[config.mk]
export PLATFORM = sky130hd
export DESIGN_NAME = dcmf_out_reg_flat
export DESIGN_NICKNAME = d
export VERILOG_FILES = /design/src/rtl/core/dcmf_pkg.sv /design/src/rtl/core/dcmf_dark_if.sv /design/src/rtl/core/dcmf_out_reg.sv /design/src/flat_wrapper.sv
export SDC_FILE = /design/constraint.sdc
export NUM_CORES = 1
export LEC_CHECK = 0
export BUFFER_PORTS_ARGS = -buffer_cell sky130_fd_sc_hd__buf_2
export CAP_MARGIN = 10
export CORE_MARGIN = 2
export CORE_UTILIZATION = 35
export CTS_CLUSTER_SIZE = 30
export DETAILED_ROUTE_END_ITERATION = 8
export MAX_ROUTING_LAYER = met4
export PLACE_DENSITY = 0.7
export SLEW_MARGIN = 20
export SYNTH_ARGS = -nofsm -noshare
export SYNTH_HDL_FRONTEND = slang
export SYNTH_SLANG_ARGS = --single-unit
[constraint.sdc]
create_clock -name clk -period 3.4 [get_ports clk]
set_clock_uncertainty 0.05 [all_clocks]
set_input_delay 0.34 -clock clk [delete_from_list [all_inputs] [get_ports clk]]
set_output_delay 0.34 -clock clk [all_outputs]
set_load 0.01 [all_outputs]
[src/rtl/core/dcmf_pkg.sv]
package dcmf_pkg;

  localparam int MAX_WIDTH_DEF  = 2048;
  localparam int MAX_RADIUS_DEF = 16;
  localparam int MAX_HEIGHT     = 4096;

  localparam int PIX_W      = 8;
  localparam int ROW_W      = 12;
  localparam int OCOL_W     = 11;
  localparam int WID_CFG_W  = 12;
  localparam int HGT_W      = 13;
  localparam int RAD_CFG_W  = 5;
  localparam int CFG_DATA_W = 13;
  localparam int CFG_IDX_W  = 2;

  localparam logic [CFG_IDX_W-1:0] REG_WIDTH  = 2'd0;
  localparam logic [CFG_IDX_W-1:0] REG_HEIGHT = 2'd1;
  localparam logic [CFG_IDX_W-1:0] REG_RADIUS = 2'd2;

  localparam logic [WID_CFG_W-1:0] WIDTH_RST  = 12'd640;
  localparam logic [HGT_W-1:0]     HEIGHT_RST = 13'd480;
  localparam logic [RAD_CFG_W-1:0] RADIUS_RST = 5'd12;

  typedef struct packed {
    logic [ROW_W-1:0]  out_row;
    logic [OCOL_W-1:0] out_col;
    logic [PIX_W-1:0]  dark_value;
    logic              last;
  } dark_t;

  function automatic logic [PIX_W-1:0] min8(input logic [PIX_W-1:0] a,
                                            input logic [PIX_W-1:0] b);
    return (a < b) ? a : b;
  endfunction

endpackage

[src/rtl/core/dcmf_dark_if.sv]
interface dcmf_dark_if import dcmf_pkg::*; ();
  logic              valid;
  logic              ready;
  logic [ROW_W-1:0]  out_row;
  logic [OCOL_W-1:0] out_col;
  logic [PIX_W-1:0]  dark_value;
  logic              last;

  modport source (output valid, output out_row, output out_col, output dark_value,
                  output last, input ready);
  modport sink (input valid, input out_row, input out_col, input dark_value,
                input last, output ready);
endinterface

[src/rtl/core/dcmf_out_reg.sv]
module dcmf_out_reg import dcmf_pkg::*; (
  input  logic        clk,
  input  logic        rst,
  input  dark_t       res,
  input  logic        res_valid,
  output logic        res_ready,
  dcmf_dark_if.source dark
);

  logic  held;
  dark_t data;

  assign res_ready       = !held || dark.ready;
  assign dark.valid      = held;
  assign dark.out_row    = data.out_row;
  assign dark.out_col    = data.out_col;
  assign dark.dark_value = data.dark_value;
  assign dark.last       = data.last;

  always_ff @(posedge clk) begin
    if (rst) begin
      held <= 1'b0;
    end else if (res_ready) begin
      held <= res_valid;
    end
  end

  always_ff @(posedge clk) begin
    if (res_valid && res_ready) data <= res;
  end

endmodule

[src/flat_wrapper.sv]
// flat-port wrapper written by rule: the top's interface ports become plain ports
module dcmf_out_reg_flat import dcmf_pkg::*;
  (clk, rst, res, res_valid, res_ready, dark_valid, dark_out_row, dark_out_col, dark_dark_value, dark_last, dark_ready);
  dcmf_dark_if dark_i ();
  input  logic clk;
  input  logic rst;
  input  dark_t res;
  input  logic res_valid;
  output logic res_ready;
  output wire logic [$bits(dark_i.valid)-1:0] dark_valid;
  output wire logic [$bits(dark_i.out_row)-1:0] dark_out_row;
  output wire logic [$bits(dark_i.out_col)-1:0] dark_out_col;
  output wire logic [$bits(dark_i.dark_value)-1:0] dark_dark_value;
  output wire logic [$bits(dark_i.last)-1:0] dark_last;
  input wire logic [$bits(dark_i.ready)-1:0] dark_ready;
  assign dark_valid = dark_i.valid;
  assign dark_out_row = dark_i.out_row;
  assign dark_out_col = dark_i.out_col;
  assign dark_dark_value = dark_i.dark_value;
  assign dark_last = dark_i.last;
  assign dark_i.ready = dark_ready;
  dcmf_out_reg u_core (.clk(clk), .rst(rst), .res(res), .res_valid(res_valid), .res_ready(res_ready), .dark(dark_i));
endmodule
## After elaboration in Yosys (flattened, before gate mapping)

Cells that the tools add are included.

| storage, ports and cells | value |
|---|---|
| input bits | 36 |
| output and inout port bits | 34 |
| word-level logic and storage cells | 8 |
| register bits after elaboration | 33 |

| cells by class | value |
|---|---|
| reductions and logical operators | 3 |

Operator list:

| cell | number |
|---|---|
| logical AND 1 bit | 1 |
| zero test 1 bit | 1 |
| logical OR 1 bit | 1 |

## Longest topological paths before layout

| logic depth | value |
|---|---|
| depth after elaboration | 3 |
| mapped depth | 2 |
| gate-level depth less buffers | 2 |

## Worst setup path before layout

Ideal clock, no wire load.

| timing path | value |
|---|---|
| path type | input-to-reg |
| start point | in dark_ready |
| end point | reg u_core.data (netlist bit u_core.dark.dark_value[0]), enable pin |
| stages | 2 |
| path buffers | 0 |
| setup time | 340 ps |
| setup slack | 2197 ps |
| data required time | 3010 ps |
| arrival time | 814 ps |
| cells stage by stage | nand2b_4 -> and2_4 |

| between the ends | value |
|---|---|
| longest elaborated chain between the ends | 2 |

Ends and longest elaborated chain:

| element | line | source |
|---|---|---|
| start, declared | flat_wrapper.sv:15 | `input wire logic [$bits(dark_i.ready)-1:0] dark_ready;` |
| logical OR 1 bit | dcmf_out_reg.sv:13 | `assign res_ready = !held \|\| dark.ready;` |
| logical AND 1 bit | dcmf_out_reg.sv:29 | `if (res_valid && res_ready) data <= res;` |
| end signal, assigned | dcmf_out_reg.sv:29 |  |
| end, declared | dcmf_out_reg.sv:11 | `dark_t data;` |

Every way passes these cells.
A chain may end at the register's enable or synchronous reset.

## Worst setup path after layout

| timing path | value |
|---|---|
| start point | reg u_core.held (netlist: u_core.dark.valid) |
| end point | out res_ready |

| between the ends | value |
|---|---|
| longest elaborated chain between the ends | 2 |

Ends and longest elaborated chain:

| element | line | source |
|---|---|---|
| start, declared | dcmf_out_reg.sv:10 | `logic held;` |
| start signal, assigned | dcmf_out_reg.sv:24 | `held <= res_valid;` |
| zero test 1 bit | dcmf_out_reg.sv:13 |  |
| logical OR 1 bit | dcmf_out_reg.sv:13 |  |
| end, declared | flat_wrapper.sv:9 | `output logic res_ready;` |

Every way passes these cells.

==> flow_summary_export.csv <==
group,metric,value,unit
run_status,outcome,"complete, no violations",
synth,yosysMostFrequentCell,"edfxtp_1",
power,p_leak,0.648,nW
floorplanning,core_area,2760,um^2
synth,synth_edf_count,32,
worst_hold_path,whs_endpoint,"u_core.dark.valid$_SDFFE_PP0P_",
cells_and_area,postLayoutCoreUtil,0.535,
sta,setup_viol_count_final,0,
synth,synth_nets,73,
floorplanning,start_util,0.368,
global_routing,grt_pass1_wl,2.62,mm
sta,fin_crit_sh,0.384,
global_routing,grt_usage,0.120,
sta,hold_viol,0,
sta,fin_crit,1310,ps
clock_tree,clk_pin_slew,100,ps
clock_tree,clockRootBuffer,"clkbuf_4",
worst_hold_path,holdCritPathClass,"input port to flip-flop",
global_routing,grt_max_degree,33,
synth,yosys_warnings,0,
sta,rsz0062_at_grt,"no",
clock_tree,cts_resized,0,
synth,synth_cell_types,6,
worst_setup_path,crit_path_start_kind,"flip-flop",
drt,ant_nets,0,
drt,viasPerCell,4.33,
global_routing,antenna_found_initial,0,
clock_tree,clkLatencyLatePin,320,ps
flow_run,cap_violations,0,
synth,yosys-top-cells-area,"edfxtp_1 (95%), dfxtp_1 (2.0%), nand2b_4 (1.4%)",
worst_setup_path,cp-end-kind,"output pin",
global_routing,grt_overflow,0,
synth,synth_area,1020,um^2
drt,num_vias,628,
floorplanning,num_rows,19,
cells_and_area,layout.nets,149,
clock_tree,clock_path_buffers,2,
clock_tree,holdBufCountCts,0,
global_routing,grt_pass1_vias,625,
synth,async_flop_share,0,
cells_and_area,stdcell_count,145,
power,ir_drop,411,uV
synth,yosysSeqAreaShare,0.966,
worst_setup_path,crit_path_cell_trace,"nand2b_4 > buf_2",
worst_setup_path,cpLargestDelayFamily,"flip-flops",
sta,holdWs,104,ps
worst_hold_path,hold_path_depth,2,
synth,synth_top_area_share,0.946,
floorplanning,num_io_pins,70,
floorplanning,die_w,57.9,um
synth,synth_cells,37,
worst_setup_path,worstPathMaxFanout,3,
drt,finalWirelength,1.72,mm
worst_setup_path,r2r-end,"u_core.dark.out_col[1]$_DFFE_PP_",
drt,wl_per_cell,11.9,um
floorplanning,dieArea,3350,um^2
synth,ys.flop_type,"edfxtp_1",
worst_setup_path,critPathKind,"flip-flop to output pin",
floorplanning,dieHeight,57.9,um
cells_and_area,synthToLayoutAreaGrowth,45.2,%
power,power.density,554,nW/um^2
drt,drt-initial-drc-count,14,
synth,ys_seq_elements,33,
worst_hold_path,hold_start,"rst",
cells_and_area,antennaDiodeCount,0,
clock_tree,cts.sinks,33,
clock_tree,cts_tree,"yes",
placed_design,dp_hpwl,1.28,mm
worst_setup_path,r2r-start,"u_core.dark.valid$_SDFFE_PP0P_",
worst_setup_path,worstPathArrival,920,ps
placed_design,gp_congestion,0.687,
synth,synth_area_per_cell,27.5,um^2
clock_tree,post_cts_buffers,0,
sta,drv_slew,0,
worst_setup_path,crit_path_max_incr_delay,380,ps
worst_setup_path,critPathBufInv,1,
worst_setup_path,reg2reg_slack,2170,ps
drt,drtPass1Iterations,3,
cells_and_area,drive_gt1_frac,0.684,
worst_setup_path,slowest_stage,"dfxtp_1",
clock_tree,cts_buffers,5,
sta,slew_headroom,0.732,
sta,worst_pin_slew,402,ps
worst_setup_path,reg2reg_depth,2,
drt,drc,0,
placed_design,dp.cells,137,
cells_and_area,fillers,237,
clock_tree,htree_levels,2,
sta,setup_tns,0,ps
worst_setup_path,cp.required,3010,ps
synth,yosysTopAreaCell,"edfxtp_1",
placed_design,port_buffers,69,
sta,fmax,766,MHz
[metrics by stage]
| stage | cell area, um^2 | setup WS [ps] | total power, mW |
|---|---|---|---|
| final | 1480 | 2090 | 0.818 |
| after global routing | 1480 | 2030 | 0.852 |
| after CTS | 1480 | 2070 | 0.831 |
| after detailed placement | 1400 | 2040 | 0.556 |
| after global placement | 1400 | 2070 | 0.553 |
| after floorplan | 1020 | 2200 | 0.513 |
[cells by family (layout without fill, tap and decap cells)]
logic type	count (synthesis)	in the layout	share of synthesized area
AND/OR/NAND/NOR	2	2	0.0222
AO/OA/AOI/OAI	1	1	0.00862
buffers and inverters	1	78	0.00369
flip-flops	33	33	0.966
[worst register-to-register path, delay by kind of cell (launching register included)]
family | cells | cell delay, ps
flops | 1 | 340
simple gates | 2 | 490
[area by class of cell]
cell class                 instances  area, um^2  area share
clock inverter                     2        33.8      0.0229
inverter                           1        3.75     0.00254
timing repair buffer              69         345       0.234
sequential                        33         981       0.665
clock buffer                       6        41.3      0.0280
multi-input combinational          3        31.3      0.0212
tap                               31        38.8      0.0263
[flip-flops by register name, indices dropped and copies added, names as in the netlist]
| name | cells |
|---|---|
| u_core.dark.dark_value | 8 |
| u_core.dark.last | 1 |
| u_core.dark.out_col | 11 |
| u_core.dark.out_row | 12 |
| u_core.dark.valid | 1 |
[routing by layer]
metal  GRT usage  wire length, um
met5           -                0
met3      0.0960              287
met1       0.113              590
met2       0.164              800
met4      0.0797               44
[power by group]
group / switching [mW] / internal, mW
Sequential: 0.00521 / 0.474
Combinational: 0.0348 / 0.0311
Clock: 0.120 / 0.153
Total: 0.160 / 0.658
[cells in the final DEF, fill, tap and decap left out]
| cell type | netlist | routed |
|---|---|---|
| a21oi_2 | 1 | 1 |
| and2_4 | 1 | 1 |
| buf_2 | 0 | 69 |
| bufinv_16 | 0 | 1 |
| clkbuf_1 | 0 | 1 |
| clkbuf_4 | 0 | 5 |
| clkinv_1 | 0 | 1 |
| dfxtp_1 | 1 | 1 |
| edfxtp_1 | 32 | 32 |
| inv_1 | 1 | 1 |
| nand2b_4 | 1 | 1 |
[worst max-delay path by stage]
| stage | to | depth (start not counted) | start | slack [ps] |
|---|---|---|---|---|
| floorplan | u_core.dark.dark_value[0]$_DFFE_PP_ | 2 | dark_ready | 2200 |
| global placement | u_core.dark.dark_value[5]$_DFFE_PP_ | 3 | dark_ready | 2070 |
| detailed placement | u_core.dark.last$_DFFE_PP_ | 3 | dark_ready | 2040 |
| CTS | res_ready | 2 | u_core.dark.valid$_SDFFE_PP0P_ | 2070 |
| global route | res_ready | 2 | u_core.dark.valid$_SDFFE_PP0P_ | 2030 |
| finish | res_ready | 2 | u_core.dark.valid$_SDFFE_PP0P_ | 2090 |
Note: power is estimated with default switching activity, not from simulation.
