### src/rtl/core/dcmf_pkg.sv
package dcmf_pkg;

  localparam int MAX_WIDTH_DEF  = 2048;
  localparam int MAX_RADIUS_DEF = 16;
  localparam int MAX_HEIGHT     = 4096;

  localparam int PIX_W      = 8;
  localparam int ROW_W      = 12;
  localparam int OCOL_W     = 11;
  localparam int WID_CFG_W  = 12;
  localparam int HGT_W      = 13;
  localparam int RAD_CFG_W  = 5;
  localparam int CFG_DATA_W = 13;
  localparam int CFG_IDX_W  = 2;

  localparam logic [CFG_IDX_W-1:0] REG_WIDTH  = 2'd0;
  localparam logic [CFG_IDX_W-1:0] REG_HEIGHT = 2'd1;
  localparam logic [CFG_IDX_W-1:0] REG_RADIUS = 2'd2;

  localparam logic [WID_CFG_W-1:0] WIDTH_RST  = 12'd640;
  localparam logic [HGT_W-1:0]     HEIGHT_RST = 13'd480;
  localparam logic [RAD_CFG_W-1:0] RADIUS_RST = 5'd12;

  typedef struct packed {
    logic [ROW_W-1:0]  out_row;
    logic [OCOL_W-1:0] out_col;
    logic [PIX_W-1:0]  dark_value;
    logic              last;
  } dark_t;

  function automatic logic [PIX_W-1:0] min8(input logic [PIX_W-1:0] a,
                                            input logic [PIX_W-1:0] b);
    return (a < b) ? a : b;
  endfunction

endpackage

### src/rtl/core/dcmf_cfg_if.sv
interface dcmf_cfg_if import dcmf_pkg::*; ();
  logic                  valid;
  logic                  ready;
  logic [CFG_IDX_W-1:0]  index;
  logic [CFG_DATA_W-1:0] data;

  modport source (output valid, output index, output data, input ready);
  modport sink (input valid, input index, input data, output ready);
endinterface

### src/rtl/core/dcmf_cfg_regs.sv
module dcmf_cfg_regs import dcmf_pkg::*; #(
  parameter int MAX_WIDTH  = MAX_WIDTH_DEF,
  parameter int MAX_RADIUS = MAX_RADIUS_DEF
) (
  input  logic                               clk,
  input  logic                               rst,
  dcmf_cfg_if.sink                           cfg,
  output logic [$clog2(MAX_WIDTH):0]         w_eff,
  output logic [HGT_W-1:0]                   h_eff,
  output logic [$clog2(MAX_RADIUS+1)-1:0]    rad_eff
);

  localparam int WW = $clog2(MAX_WIDTH) + 1;
  localparam int RW = $clog2(MAX_RADIUS + 1);
  localparam int ZW = (WW > WID_CFG_W) ? WW : WID_CFG_W;
  localparam int RZ = (RW > RAD_CFG_W) ? RW : RAD_CFG_W;

  logic [WID_CFG_W-1:0] width_reg;
  logic [HGT_W-1:0]     height_reg;
  logic [RAD_CFG_W-1:0] radius_reg;
  logic [ZW-1:0]        wz;
  logic [RZ-1:0]        rz;

  assign cfg.ready = 1'b1;

  always_ff @(posedge clk) begin
    if (rst) begin
      width_reg  <= WIDTH_RST;
      height_reg <= HEIGHT_RST;
      radius_reg <= RADIUS_RST;
    end else if (cfg.valid) begin
      case (cfg.index)
        REG_WIDTH:  width_reg  <= cfg.data[WID_CFG_W-1:0];
        REG_HEIGHT: height_reg <= cfg.data[HGT_W-1:0];
        REG_RADIUS: radius_reg <= cfg.data[RAD_CFG_W-1:0];
        default: ;
      endcase
    end
  end

  // clamp to what the line store and counters can hold
  always_comb begin
    wz = ZW'(width_reg);
    rz = RZ'(radius_reg);
    if (width_reg == '0) w_eff = WW'(1);
    else if (wz > ZW'(MAX_WIDTH)) w_eff = WW'(MAX_WIDTH);
    else w_eff = WW'(wz);

    if (height_reg == '0) h_eff = HGT_W'(1);
    else if (height_reg > HGT_W'(MAX_HEIGHT)) h_eff = HGT_W'(MAX_HEIGHT);
    else h_eff = height_reg;

    if (rz > RZ'(MAX_RADIUS)) rad_eff = RW'(MAX_RADIUS);
    else rad_eff = RW'(rz);
  end

endmodule

### src/flat_wrapper.sv
// flat-port wrapper written by rule: the top's interface ports become plain ports
module dcmf_cfg_regs_flat import dcmf_pkg::*;
#(
  parameter int MAX_WIDTH  = MAX_WIDTH_DEF,
  parameter int MAX_RADIUS = MAX_RADIUS_DEF
)
  (clk, rst, w_eff, h_eff, rad_eff, cfg_valid, cfg_index, cfg_data, cfg_ready);
  dcmf_cfg_if cfg_i ();
  input  logic clk;
  input  logic rst;
  output logic [$clog2(MAX_WIDTH):0] w_eff;
  output logic [HGT_W-1:0] h_eff;
  output logic [$clog2(MAX_RADIUS+1)-1:0] rad_eff;
  input wire logic [$bits(cfg_i.valid)-1:0] cfg_valid;
  input wire logic [$bits(cfg_i.index)-1:0] cfg_index;
  input wire logic [$bits(cfg_i.data)-1:0] cfg_data;
  output wire logic [$bits(cfg_i.ready)-1:0] cfg_ready;
  assign cfg_i.valid = cfg_valid;
  assign cfg_i.index = cfg_index;
  assign cfg_i.data = cfg_data;
  assign cfg_ready = cfg_i.ready;
  dcmf_cfg_regs #(.MAX_WIDTH(MAX_WIDTH), .MAX_RADIUS(MAX_RADIUS)) u_core (.clk(clk), .rst(rst), .cfg(cfg_i), .w_eff(w_eff), .h_eff(h_eff), .rad_eff(rad_eff));
endmodule
### config.mk
export PLATFORM = sky130hd
export DESIGN_NAME = dcmf_cfg_regs_flat
export DESIGN_NICKNAME = d
export VERILOG_FILES = /design/src/rtl/core/dcmf_pkg.sv /design/src/rtl/core/dcmf_cfg_if.sv /design/src/rtl/core/dcmf_cfg_regs.sv /design/src/flat_wrapper.sv
export SDC_FILE = /design/constraint.sdc
export NUM_CORES = 1
export LEC_CHECK = 0
export BUFFER_PORTS_ARGS = -buffer_cell sky130_fd_sc_hd__buf_2
export CAP_MARGIN = 20
export CORE_UTILIZATION = 48
export CTS_CLUSTER_SIZE = 10
export DETAILED_ROUTE_END_ITERATION = 6
export MAX_ROUTING_LAYER = met4
export PLACE_DENSITY = 0.78
export RECOVER_POWER = 100
export SYNTH_ARGS = -nofsm -noshare
export SYNTH_HDL_FRONTEND = slang
export SYNTH_SLANG_ARGS = --single-unit
### constraint.sdc
create_clock -name clk -period 1.1 [get_ports clk]
set_input_delay 0.11 -clock clk [delete_from_list [all_inputs] [get_ports clk]]
set_output_delay 0.11 -clock clk [all_outputs]
set_load 0.01 [all_outputs]
# After elaboration in Yosys (flattened, before gate mapping)
# Cells that the tools add are included.
[totals]
output_inout_bits = 31
input_bits = 18
elab_cells = 19
ff_bits = 30
[classes]
n_lt_le_gt_ge = 3
n_reduce_logical = 6
n_eq_ne = 2
mux = 5
[op_table]
columns = ["operator", "count"]
rows = [
  ["$mux 13", 2],
  ["$mux 12", 2],
  ["$gt 13x13->1 const B", 1],
  ["$logic_not 13->1", 1],
  ["$gt 12x12->1 const B", 1],
  ["$logic_not 12->1", 1],
  ["$reduce_and 2->1", 3],
  ["$gt 5x5->1 const B", 1],
  ["$mux 5", 1],
  ["$eq 2x1->1 const B", 1],
  ["$eq 2x2->1 const B", 1],
  ["$logic_not 2->1", 1],
]

# Logic depth before layout (Yosys ltp)
[logic_depth]
depth_word = 3
depth_mapped = 4
mapped_depth_nobuf = 3

# Worst setup path before layout
# No wires, ideal clock.
[synth_timing]
path_kind = "flip-flop to output port"
from = "register u_core.height_reg[4]"
to = "output port h_eff[0]"
path_slack_ps = 162
t_arrival_ps = 828
stages_incl_launch_ff = 4
n_path_buf = 0
path_cell_list = "dfxtp_1 > nor4_1 > a31oi_1 > nor2_1"
[synth_via]
elab_chain_cells = 3
[synth_rtl]
columns = ["item", "line", "source"]
rows = [
  ["start: declaration", "dcmf_cfg_regs.sv:19", "logic [HGT_W-1:0] height_reg;"],
  ["start signal: assignment", "dcmf_cfg_regs.sv:34", "REG_HEIGHT: height_reg <= cfg.data[HGT_W-1:0];"],
  ["$gt 13x13->1", "dcmf_cfg_regs.sv:50", "else if (height_reg > HGT_W'(MAX_HEIGHT)) h_eff = HGT_W'(MAX_HEIGHT);"],
  ["$mux 13", "dcmf_cfg_regs.sv:50", ""],
  ["$mux 13 *", "dcmf_cfg_regs.sv:49", "if (height_reg == '0) h_eff = HGT_W'(1);"],
  ["end: declaration", "flat_wrapper.sv:12", "output logic [HGT_W-1:0] h_eff;"],
]
# Every way passes the cells marked *; elsewhere a longest branch is shown, timed or not.

# Worst setup path after layout
[layout_timing]
from = "register u_core.width_reg[7]"
to = "output port w_eff[0]"
[layout_via]
elab_chain_cells = 3
[layout_rtl]
columns = ["item", "line", "source"]
rows = [
  ["start: declaration", "dcmf_cfg_regs.sv:18", "logic [WID_CFG_W-1:0] width_reg;"],
  ["start signal: assignment", "dcmf_cfg_regs.sv:33", "REG_WIDTH: width_reg <= cfg.data[WID_CFG_W-1:0];"],
  ["$gt 12x12->1", "dcmf_cfg_regs.sv:46", "else if (wz > ZW'(MAX_WIDTH)) w_eff = WW'(MAX_WIDTH);"],
  ["$mux 12", "dcmf_cfg_regs.sv:46", ""],
  ["$mux 12 *", "dcmf_cfg_regs.sv:45", "if (width_reg == '0) w_eff = WW'(1);"],
  ["end: declaration", "flat_wrapper.sv:11", "output logic [$clog2(MAX_WIDTH):0] w_eff;"],
]
# Marked as above.

==> flow_metrics.py <==
metrics = {
    "layout": {
        "drive_gt1_share_pct": 38.0,
        "fin_area_um2": 1920,
        "area.growth.synth_to_final_pct": 45.4,
        "seq_area_um2": 621,
        "multi_input_area_um2": 752,
        "diodes": 0,
        "n_fill_cell": 196,
        "utilization_pct": 75.5,
        "largest_register_ffs": 13,
        "final_nets": 246,
    },
    "timing": {
        "finalCritPeriodShare_pct": 132,
        "fin_ws_ns": -0.354,
        "fin_crit_ns": 1.45,
        "clock_skew_ns": 0,
        "relSlewSlack_pct": 63.2,
        "hold_violations": 0,
        "whs_ns": 0.0271,
        "tightest_slew_ns": 0.552,
        "setup_violations": 27,
        "grt_setup_unrepaired": "yes",
        "max_freq_mhz": 688,
        "final_max_slew_viol_count": 0,
    },
    "floorplan": {
        "die-area_um2": 2970,
        "row_count": 18,
        "die_h_um": 54.5,
        "coreArea_um2": 2540,
        "die_x_um": 54.5,
        "initial_core_util_pct": 51.9,
        "io_pins": 49,
    },
    "hold_path": {
        "hp-class": "in -> reg",
        "worstHoldStart": "cfg_data[12]",
        "holdPathStages": 3,
        "min_to": "u_core.height_reg[12]$_SDFFE_PP0P_",
    },
    "status": {
        "status": "finished with violations",
        "violations": "negative setup slack",
    },
    "worst_setup_path": {
        "cp-start-kind": "flip-flop",
        "rrSetupSlack_ns": 0.26,
        "regToRegEndpoint": "u_core.width_reg[10]$_SDFFE_PP0P_",
        "cp_cell_sequence": "nor4_4, a31oi_1, nor2_1, buf_2",
        "path_class": "reg -> out",
        "r2r_cells": 4,
        "regToRegStartpoint": "u_core.width_reg[10]$_SDFFE_PP0P_",
        "critPathArrivalTime_ns": 1.34,
        "cp_top_family": "simple AND/OR/NAND/NOR gates",
        "path_max_fanout": 2,
        "path_buf_inv": 1,
        "required_ns": 0.99,
        "slowest_delay_ns": 0.34,
        "critPathCaptureType": "primary output",
        "slowest_stage": "dfxtp_2",
    },
    "synthesis": {
        "syn_nets": 189,
        "async_reset_ff_share_pct": 0,
        "avgSynthCellArea_um2": 7.73,
        "synth.area.top_cells": "dfxtp_1, nand2_1, nor2b_1",
        "yosysTopAreaCell": "dfxtp_1",
        "syn_area_um2": 1320,
        "synth.cells.most_frequent": "nand2_1, dfxtp_1, nor2b_1",
        "synth_edf_count": 0,
        "yosys_warnings": 0,
        "ys_seq_area_share_pct": 45.5,
        "synth-seq-cells": 30,
        "ys_types": 19,
        "synth_cells": 171,
        "synthFlopType": "dfxtp_1",
        "yosysMostFrequentCell": "nand2_1",
        "synth_top_area_share_pct": 45.5,
    },
    "power_and_ir_drop": {
        "cellLeakagePower_nw": 0.866,
        "irDropWorstVdd_uv": 1300,
        "powerDensity_nw_per_um2": 1140,
        "finalPower_w": 0.00219,
    },
    "global_routing": {
        "grt_antenna_before_repair": 0,
        "grt_pass1_wl_mm": 5.00,
        "grt_max_degree": 31,
        "grt_overflow": 0,
        "grt_pass1_vias": 1211,
        "track_usage_pct": 25.1,
    },
    "place": {
        "hpwlAfterDp_mm": 2.17,
        "numPortBuffers": 47,
        "dp_slack_ns": -0.0458,
        "gp_congestion": 0.783,
        "post_dp_cell_area_um2": 1610,
    },
    "clock_tree": {
        "cts.clk_slew.worst_paths_ns": 0.08,
        "insertion_delay_ns": 0.32,
        "cts_made_buffers": 5,
        "clock-sinks": 30,
        "cts_max_level": 2,
        "cts_tree": "yes",
        "cts_max_path_buffers": 2,
        "cts-root-buf": "clkbuf_4",
    },
    "routing": {
        "via_count": 1366,
        "post_drt_via_cell_ratio": 5.27,
        "dr.pass1.iters": 4,
        "wl_per_cell_um": 14.0,
        "drt-total-wl_mm": 3.62,
        "drc_errors": 0,
        "drt-initial-drc-count": 29,
        "detail-route-antenna-nets": 0,
    },
    "job": {
        "cap_violations": 0,
    },
}
what timing repair did:
item | CTS | global route
setup buffers | 7 | 1
gates resized for setup | 26 | 23
pin swaps | 2 | 3
hold buffers | 1 | 0
endpoints found under the setup margin | 27 | 27
hold endpoints to repair | 1 | 0
gates cloned | 0 | 0
how the worst max path moves through the flow:
stage,end,depth (start not counted),startpoint
3_5_place_dp,u_core.width_reg[0]$_SDFFE_PP0P_,4,cfg_index[1]
5_1_grt,w_eff[0],4,u_core.width_reg[1]$_SDFFE_PP0P_
2_1_floorplan,h_eff[0],3,u_core.height_reg[4]$_SDFFE_PP0P_
4_1_cts,h_eff[0],4,u_core.height_reg[4]$_SDFFE_PP0P_
3_3_place_gp,u_core.width_reg[3]$_SDFFE_PP0P_,4,cfg_index[1]
6_report,w_eff[0],4,u_core.width_reg[7]$_SDFFE_PP1P_
per-stage QoR:
step | std cells | setup TNS (ns)
floorplan | 171 | 0
global placement | 243 | -0.134
detailed placement | 243 | -0.393
CTS | 259 | -1.71
global route | 259 | -3.57
finish | 259 | -1.87
worst register-to-register path, cell delays in order (launching register included):
cell	delay [ns]
dfxtp_2	0.38
buf_6	0.11
buf_4	0.09
nand2_1	0.04
a21oi_1	0.15
logic make-up after synthesis:
family                 synth area share [%]
AOI/OAI and AO/OA                      9.47
buffers and inverters                  5.11
DFF                                    45.5
muxes                                  2.27
other                                 0.284
and+or+nand+nor                        37.4
report_power, final:
group          total [W]  switching (W)  internal, W  leakage (nW)
Combinational   0.000346       0.000173     0.000173         0.583
Clock           0.000673       0.000364     0.000309        0.0353
Sequential       0.00117      0.0000424      0.00112         0.248
final cells by class:
| class | count | area share [%] |
|---|---|---|
| Sequential cell | 30 | 32.3 |
| Clock buffer | 7 | 2.87 |
| Timing Repair Buffer | 63 | 23.1 |
| Multi-Input combinational cell | 126 | 39.2 |
| Clock inverter | 1 | 0.261 |
| Tap cell | 30 | 1.95 |
| Inverter | 2 | 0.391 |
metal layers:
| metal | up-vias | global-route usage [%] | wire length [um] |
|---|---|---|---|
| met5 | - | - | 0 |
| met4 | 0 | 10.7 | 63 |
| met2 | 54 | 42.9 | 1830 |
| met3 | 7 | 8.33 | 197 |
| met1 | 636 | 26.1 | 1530 |
| li1 | 669 | - | - |
cell usage in the layout, fill, tap and decap left out, drive strengths merged:
cell type and n:
a211o 2, a21oi 19, a31oi 2, and3b 1
buf 57, clkbuf 12, clkinv 1, conb 1
dfxtp 30, dlygate4sd3 1, inv 2, mux2i 3
nand2 50, nand3b 8, nor2 8, nor2b 25
nor3 1, nor3b 1, nor4 4, or3b 1
No activity file was read; power rests on OpenSTA's default activity.
